===== src/rtl/spq_pkg.sv =====
// ----------------------------------------------------------------------------
// spq_pkg
// Shared types and constants for the sorted priority queue.
// ----------------------------------------------------------------------------
`default_nettype none

package spq_pkg;

  // default configuration
  localparam int DEPTH_DEF     = 16;
  localparam int KEY_WIDTH_DEF = 16;

  // fixed port widths
  localparam int IN_KEY_W  = 16;
  localparam int OUT_KEY_W = 16;
  localparam int STATUS_W  = 2;
  localparam int FILL_W    = 5;

  // mode codes
  localparam logic MODE_INSERT = 1'b0;
  localparam logic MODE_REMOVE = 1'b1;

  // status codes
  localparam logic [STATUS_W-1:0] ST_DONE  = 2'd0;
  localparam logic [STATUS_W-1:0] ST_FULL  = 2'd1;
  localparam logic [STATUS_W-1:0] ST_EMPTY = 2'd2;

  // operation broadcast to every cell
  typedef struct packed {
    logic ins;
    logic rem;
  } cell_ctrl_t;

endpackage

`default_nettype wire


===== src/rtl/sorted_priority_queue_core.sv =====
// ----------------------------------------------------------------------------
// sorted_priority_queue_core
// Bounded ascending priority queue built as a chain of compare-and-shift cells.
// ----------------------------------------------------------------------------
// Each beat on the input channel is either an insert (mode 0) or a remove of
// the smallest key (mode 1), and produces exactly one result beat carrying the
// removed key, a status and the count held afterwards. Every cell compares its
// key with the incoming key in the same cycle, so a new beat is accepted every
// cycle, with the result in the next cycle in an output register. Input is
// stalled only while that register holds a result that is not being taken.
// No clearing pass is needed after reset; slots above the fill count are never
// read.
`default_nettype none

module sorted_priority_queue_core #(
  parameter int DEPTH     = spq_pkg::DEPTH_DEF,
  parameter int KEY_WIDTH = spq_pkg::KEY_WIDTH_DEF
) (
  input  wire                                   clk,
  input  wire                                   rst_n,
  input  wire                                   in_valid,
  output logic                                  in_ready,
  input  wire logic                             in_mode,
  input  wire logic [spq_pkg::IN_KEY_W-1:0]     in_key,
  output logic                                  out_valid,
  input  wire                                   out_ready,
  output logic      [spq_pkg::OUT_KEY_W-1:0]    out_key,
  output logic      [spq_pkg::STATUS_W-1:0]     out_status,
  output logic      [spq_pkg::FILL_W-1:0]       out_fill
);

  localparam int CNT_W = $clog2(DEPTH + 1);

  logic                            fire;
  logic                            is_full;
  logic                            is_empty;
  logic [KEY_WIDTH-1:0]            key_ext;
  spq_pkg::cell_ctrl_t             ctrl;

  logic [CNT_W-1:0]                count_r;
  logic [CNT_W-1:0]                count_nxt;

  logic                            out_valid_r;
  logic                            out_valid_nxt;
  logic [spq_pkg::OUT_KEY_W-1:0]   out_key_r;
  logic [spq_pkg::OUT_KEY_W-1:0]   out_key_nxt;
  logic [spq_pkg::STATUS_W-1:0]    out_status_r;
  logic [spq_pkg::STATUS_W-1:0]    out_status_nxt;

  logic [KEY_WIDTH-1:0]            entry  [DEPTH];
  logic                            gt     [DEPTH];

  // handshake and operation decode
  assign in_ready = !out_valid_r || out_ready;
  assign fire     = in_valid && in_ready;
  assign is_full  = (count_r == CNT_W'(DEPTH));
  assign is_empty = (count_r == '0);
  assign key_ext  = KEY_WIDTH'($signed(in_key));

  assign ctrl.ins = fire && (in_mode == spq_pkg::MODE_INSERT) && !is_full;
  assign ctrl.rem = fire && (in_mode == spq_pkg::MODE_REMOVE) && !is_empty;

  // chain of cells, smallest key in cell 0
  for (genvar i = 0; i < DEPTH; i++) begin : g_cell
    logic                 occ;
    logic [KEY_WIDTH-1:0] lkey;
    logic                 lgt;
    logic [KEY_WIDTH-1:0] rkey;

    assign occ = (count_r > CNT_W'(i));

    if (i == 0) begin : g_first
      assign lkey = key_ext;
      assign lgt  = 1'b1;
    end else begin : g_mid
      assign lkey = entry[i-1];
      assign lgt  = gt[i-1];
    end

    if (i == DEPTH - 1) begin : g_last
      assign rkey = entry[i];
    end else begin : g_inner
      assign rkey = entry[i+1];
    end

    spq_cell #(
      .KEY_WIDTH (KEY_WIDTH)
    ) u_cell (
      .clk       (clk),
      .ctrl      (ctrl),
      .new_key   (key_ext),
      .occupied  (occ),
      .left_key  (lkey),
      .left_gt   (lgt),
      .right_key (rkey),
      .entry     (entry[i]),
      .gt        (gt[i])
    );
  end

  // fill count
  always_comb begin
    count_nxt = count_r;
    if (ctrl.ins) begin
      count_nxt = count_r + CNT_W'(1);
    end else if (ctrl.rem) begin
      count_nxt = count_r - CNT_W'(1);
    end
  end

  // result beat
  always_comb begin
    out_valid_nxt  = out_valid_r;
    out_key_nxt    = out_key_r;
    out_status_nxt = out_status_r;
    if (fire) begin
      out_valid_nxt  = 1'b1;
      out_key_nxt    = '0;
      out_status_nxt = spq_pkg::ST_DONE;
      if (in_mode == spq_pkg::MODE_INSERT) begin
        if (is_full) begin
          out_status_nxt = spq_pkg::ST_FULL;
        end
      end else begin
        if (is_empty) begin
          out_status_nxt = spq_pkg::ST_EMPTY;
        end else begin
          out_key_nxt = spq_pkg::OUT_KEY_W'($signed(entry[0]));
        end
      end
    end else if (out_ready) begin
      out_valid_nxt = 1'b0;
    end
  end

  // control registers
  always_ff @(posedge clk) begin
    if (!rst_n) begin
      count_r     <= '0;
      out_valid_r <= 1'b0;
    end else begin
      count_r     <= count_nxt;
      out_valid_r <= out_valid_nxt;
    end
  end

  // result payload
  always_ff @(posedge clk) begin
    out_key_r    <= out_key_nxt;
    out_status_r <= out_status_nxt;
  end

  // fill reported with the beat is the count after this step
  logic [spq_pkg::FILL_W-1:0] out_fill_r;
  logic [spq_pkg::FILL_W-1:0] out_fill_nxt;

  assign out_fill_nxt = fire ? spq_pkg::FILL_W'(count_nxt) : out_fill_r;

  always_ff @(posedge clk) begin
    out_fill_r <= out_fill_nxt;
  end

  assign out_valid  = out_valid_r;
  assign out_key    = out_key_r;
  assign out_status = out_status_r;
  assign out_fill   = out_fill_r;

endmodule

`default_nettype wire


===== src/rtl/spq_cell.sv =====
// ----------------------------------------------------------------------------
// spq_cell
// One slot of the sorted chain: holds a key, compares it with the broadcast
// key and moves data to or from its neighbours.
// ----------------------------------------------------------------------------
`default_nettype none

module spq_cell #(
  parameter int KEY_WIDTH = spq_pkg::KEY_WIDTH_DEF
) (
  input  wire                        clk,
  input  wire spq_pkg::cell_ctrl_t   ctrl,
  input  wire logic [KEY_WIDTH-1:0]  new_key,
  input  wire logic                  occupied,
  input  wire logic [KEY_WIDTH-1:0]  left_key,
  input  wire logic                  left_gt,
  input  wire logic [KEY_WIDTH-1:0]  right_key,
  output logic      [KEY_WIDTH-1:0]  entry,
  output logic                       gt
);

  logic [KEY_WIDTH-1:0] entry_r;
  logic [KEY_WIDTH-1:0] entry_nxt;

  // new key sorts after this slot's key
  assign gt    = occupied && ($signed(new_key) > $signed(entry_r));
  assign entry = entry_r;

  // insert: keep, take the new key, or take the left key; remove: shift left
  always_comb begin
    entry_nxt = entry_r;
    if (ctrl.ins) begin
      if (gt) begin
        entry_nxt = entry_r;
      end else if (left_gt) begin
        entry_nxt = new_key;
      end else begin
        entry_nxt = left_key;
      end
    end else if (ctrl.rem) begin
      entry_nxt = right_key;
    end
  end

  // key storage
  always_ff @(posedge clk) begin
    entry_r <= entry_nxt;
  end

endmodule

`default_nettype wire

===== config.mk =====
export PLATFORM = sky130hd
export DESIGN_NAME = sorted_priority_queue_core
export DESIGN_NICKNAME = d
export VERILOG_FILES = /design/src/rtl/spq_pkg.sv /design/src/rtl/sorted_priority_queue_core.sv /design/src/rtl/spq_cell.sv
export SDC_FILE = /design/constraint.sdc
export NUM_CORES = 1
export LEC_CHECK = 0
export BUFFER_PORTS_ARGS = -buffer_cell sky130_fd_sc_hd__buf_2
export CORE_MARGIN = 5
export CORE_UTILIZATION = 58
export CTS_CLUSTER_SIZE = 25
export DETAILED_ROUTE_END_ITERATION = 10
export PLACE_DENSITY = 0.78
export REMOVE_ABC_BUFFERS = 1
export SETUP_SLACK_MARGIN = 0.5
export SYNTH_ARGS = -nofsm -noshare
export SYNTH_HDL_FRONTEND = slang
export SYNTH_SLANG_ARGS = --single-unit

===== constraint.sdc =====
create_clock -name clk -period 4 [get_ports clk]
set_input_delay 0.2 -clock clk [delete_from_list [all_inputs] [get_ports clk]]
set_output_delay 0.2 -clock clk [all_outputs]
set_load 0.01 [all_outputs]

==> metrics.log <==
[metrics] number of max-slew violations in the final report: 0
[metrics] residual antenna-violating net count after detailed routing: 0
[metrics] # Max-Cap Violations: 0
[metrics] Post-synth EDFFs: 279
[metrics] number of standard cells after synthesis: 2241
[metrics] DRC: 0
[metrics] Top-Level Pins: 46
[metrics] Max Clock Skew: 0.0351 ns
[metrics] Leak: 10.0 nW
[metrics] non-filler instance count after layout: 2761
[metrics] cell depth of the worst min-delay path: 2
[metrics] detailed-routing iteration count for the pre-antenna-repair pass: 7
[metrics] die footprint: 41200 um^2
[metrics] largest net degree at the start of global routing: 76
[metrics] post_cts resized: 0
[metrics] RSZ-0062 raised after global routing: no
[metrics] number of instances in the placed design: 2700
[metrics] highest-delay cell along the critical path: nand2_1
[metrics] CP Max Fanout: 38
[metrics] number of synthesized register bits: 285
[metrics] time the worst path needs with I/O delays and setup: 3.49 ns
[metrics] number of global-route vias before repair: 19000
[metrics] average wire length per cell after detail routing: 27.8 um
[metrics] area of the core region: 36700 um^2
[metrics] worst skew pair latency: 0.54 ns
[metrics] final worst-path cycle share: 87.3%
[metrics] layout cell share with drive strength beyond 1: 9.16%
[metrics] transition at the pin with the smallest max-transition slack: 1.07 ns
[metrics] floorplan die width: 203 um
[metrics] area share of the leading cell type in the synthesized netlist: 38.8%
[metrics] number of buffers on the longest clock path: 3
[metrics] data arrival time of the worst path: 3.88 ns
[metrics] reg-to-reg slack, setup: 0.51 ns
[metrics] Worst Setup Path Type: register to register
[metrics] Internal Pwr Total: 6.50 mW
[metrics] count of yosys warnings during synthesis: 0
[metrics] worst min-delay path startpoint: in_mode
[metrics] setup bufs post-CTS: 0
[metrics] Async SR Flop Fraction: 0%
[metrics] clock tree from TritonCTS: built
[metrics] CTS Hold Buffers Added: 3
[metrics] final number of hold-violating endpoints: 0
[metrics] final net count: 2553
[metrics] dpl ws: 0.588 ns
[metrics] switching power share of the total: 34.3%
[metrics] most common library cells after synthesis: 279 x edfxtp_1, 279 x inv_1, 261 x ha_1, 148 x o21ai_0, 131 x clkbuf_1
[metrics] Synth Flop Type: edfxtp_1
[metrics] Sequential Power Share: 41.3%
[metrics] die outline height: 203 um
[metrics] Post-Synthesis Mean Instance Area: 9.63 um^2
[metrics] maximum vdd ir drop: 215 uV
[metrics] setup violators final: 0
[metrics] overall fraction of global-route tracks in use: 36.0%
[metrics] total wire length after detailed routing: 76900 um
[metrics] combinational group share of total power: 28.7%
[metrics] cells along the critical path: inv_1 -> ha_1 -> and3_1 -> a211oi_4 -> buf_12 -> buf_4 -> nand2_1 -> a211o_1 -> nand3_1
[metrics] worst hold endpoint: out_status[0]
[metrics] number of core rows: 70
[metrics] critical register-to-register path endpoint: g_cell[1].u_cell.entry[9]
[metrics] category of the worst setup path launch point: register
[metrics] element type at the critical path end: register
[metrics] type of the worst min-delay path: primary input to register
[metrics] required time worst endpoint: 4.39 ns
[metrics] vias per inst: 7.28
[metrics] Root Driver: clkbuf_16
[metrics] fraction of the yosys area taken by sequential cells: 39.4%
[metrics] power density over the cells: 418 nW/um^2
[metrics] Via Count: 20100
[metrics] final core occ: 64.5%
[metrics] max-slew headroom at the worst pin: 27.6%
[metrics] antenna fix cells: 0
[metrics] Starting Density: 58.8%
[metrics] post-synthesis instance area: 21600 um^2
[metrics] GPL Wtd Cong: 1.05
[metrics] wire length of the first global-routing pass: 114000 um
[metrics] DP Wirelength: 56600 um
[metrics] Top delay family on crit path: simple AND/OR/NAND/NOR gates
[metrics] TritonCTS Buffers: 34
[metrics] Synth-to-Final Area Change: 9.67%
[metrics] depth of the worst register-to-register path: 9
[metrics] library cells used by synthesis: 63
[metrics] startpoint of the most critical register-to-register path: count_r[0]
[metrics] outcome: completed
[metrics] net switching power: 3.40 mW
[metrics] Sum Neg Setup Slack: 0 ns
[metrics] most area-hungry cell type in the Yosys netlist: edfxtp_1
[metrics] DR iter-0 viols: 3232
[metrics] Buffers on Ports: 45
[metrics] Buf+Inv Stages, Crit Path: 3
[metrics] overflow left after global routing: 0
[metrics] maximum clock frequency: 286 MHz
[metrics] clock share of power: 29.9%
[metrics] deepest level of the CTS H-tree: 2
[metrics] clock sink total: 285
[metrics] CP peak stage delay: 0.56 ns
[metrics] post-layout worst setup margin: 0.509 ns
[metrics] largest cells by area after synthesis: edfxtp_1 39%, ha_1 15%, inv_1 4.9%
[metrics] initial antenna violation count: 0
[metrics] overall power consumption: 9.90 mW
[metrics] FILL cells: 2875
[metrics] clock transition at the registers of the reported paths: 0.06 ns
-- per-layer routing --
| metal | global-route usage (%) | wire length (um) |
|---|---|---|
| met1 | 48.5 | 28000 |
| met5 | 0 | 0 |
| met2 | 51.4 | 31200 |
| met3 | 10.9 | 12100 |
| met4 | 21.1 | 5620 |
-- cell usage in the layout, fill, tap and decap left out, types with 8 or more instances in the layout --
cell type,count
a211o_1,16
a21o_1,56
a21oi_1,108
a221o_1,58
a22oi_1,87
a31o_2,8
a31oi_1,31
a41oi_1,16
and2_1,28
and3_1,20
and4_1,28
buf_2,45
buf_4,86
clkbuf_16,35
edfxtp_1,279
ha_1,261
inv_1,279
mux2i_1,14
nand2_1,89
nand3_1,54
nand4_1,61
nor2_1,98
nor2b_1,16
nor3_1,27
nor4_1,17
o211ai_1,30
o21a_1,18
o21ai_0,143
o221ai_1,34
o31a_1,83
o31ai_1,18
or3_1,22
or4_1,11
-- state kept, by name, indices dropped and copies added, names as in the netlist --
| register | flops |
|---|---|
| out_key | 16 |
| g_cell.u_cell.entry | 256 |
| out_status | 2 |
| count_r | 5 |
| out_fill | 5 |
| out_valid | 1 |
-- through the flow --
step	hold WS, ns	area, um^2
floorplan	0.322	21000
global placement	0.466	22600
detailed placement	0.482	22600
CTS	0.0649	23700
global route	0.104	23700
finish	0.0717	23700
-- kinds of logic after synthesis --
group	share of synthesized area, %
AO/OA/AOI/OAI	25.0
XOR/XNOR	0.122
adder cells (fa/ha/maj)	15.1
buffers and inverters	7.45
flip-flops	39.4
multiplexers	0.753
AND/OR/NAND/NOR	12.1
-- worst max path at each step --
stage                                 endpoint  depth (start not counted)                        from
finish               g_cell[1].u_cell.entry[9]                          9                  count_r[0]
global route        g_cell[14].u_cell.entry[9]                          9                  count_r[0]
CTS                 g_cell[2].u_cell.entry[14]                          9  g_cell[2].u_cell.entry[13]
detailed placement   g_cell[2].u_cell.entry[8]                         10                   in_key[4]
global placement    g_cell[2].u_cell.entry[10]                         10                   in_key[4]
floorplan            g_cell[1].u_cell.entry[0]                          7                  count_r[0]
-- area by class of cell --
cell class                 instances  area (um^2)  area share, %
clock buffer                      42          922           3.89
clock inverter                    16          100          0.423
inverter                         280         1050           4.44
multi-input combinational       1532        11500           48.7
sequential                       285         8500           35.9
tap                              468          586           2.47
timing repair buffer             138          981           4.14
-- power groups by stage --
| stage | Combinational (mW) | Sequential [mW] | Clock [mW] |
|---|---|---|---|
| after floorplan | 1.80 | 4.03 | 0 |
| after global placement | 2.59 | 4.12 | 0 |
| after detailed placement | 2.72 | 4.13 | 0 |
| after CTS | 2.75 | 4.07 | 2.95 |
| after global routing | 3.08 | 4.11 | 3.08 |
| final | 2.85 | 4.09 | 2.96 |
(Power assumes the default switching activity.)
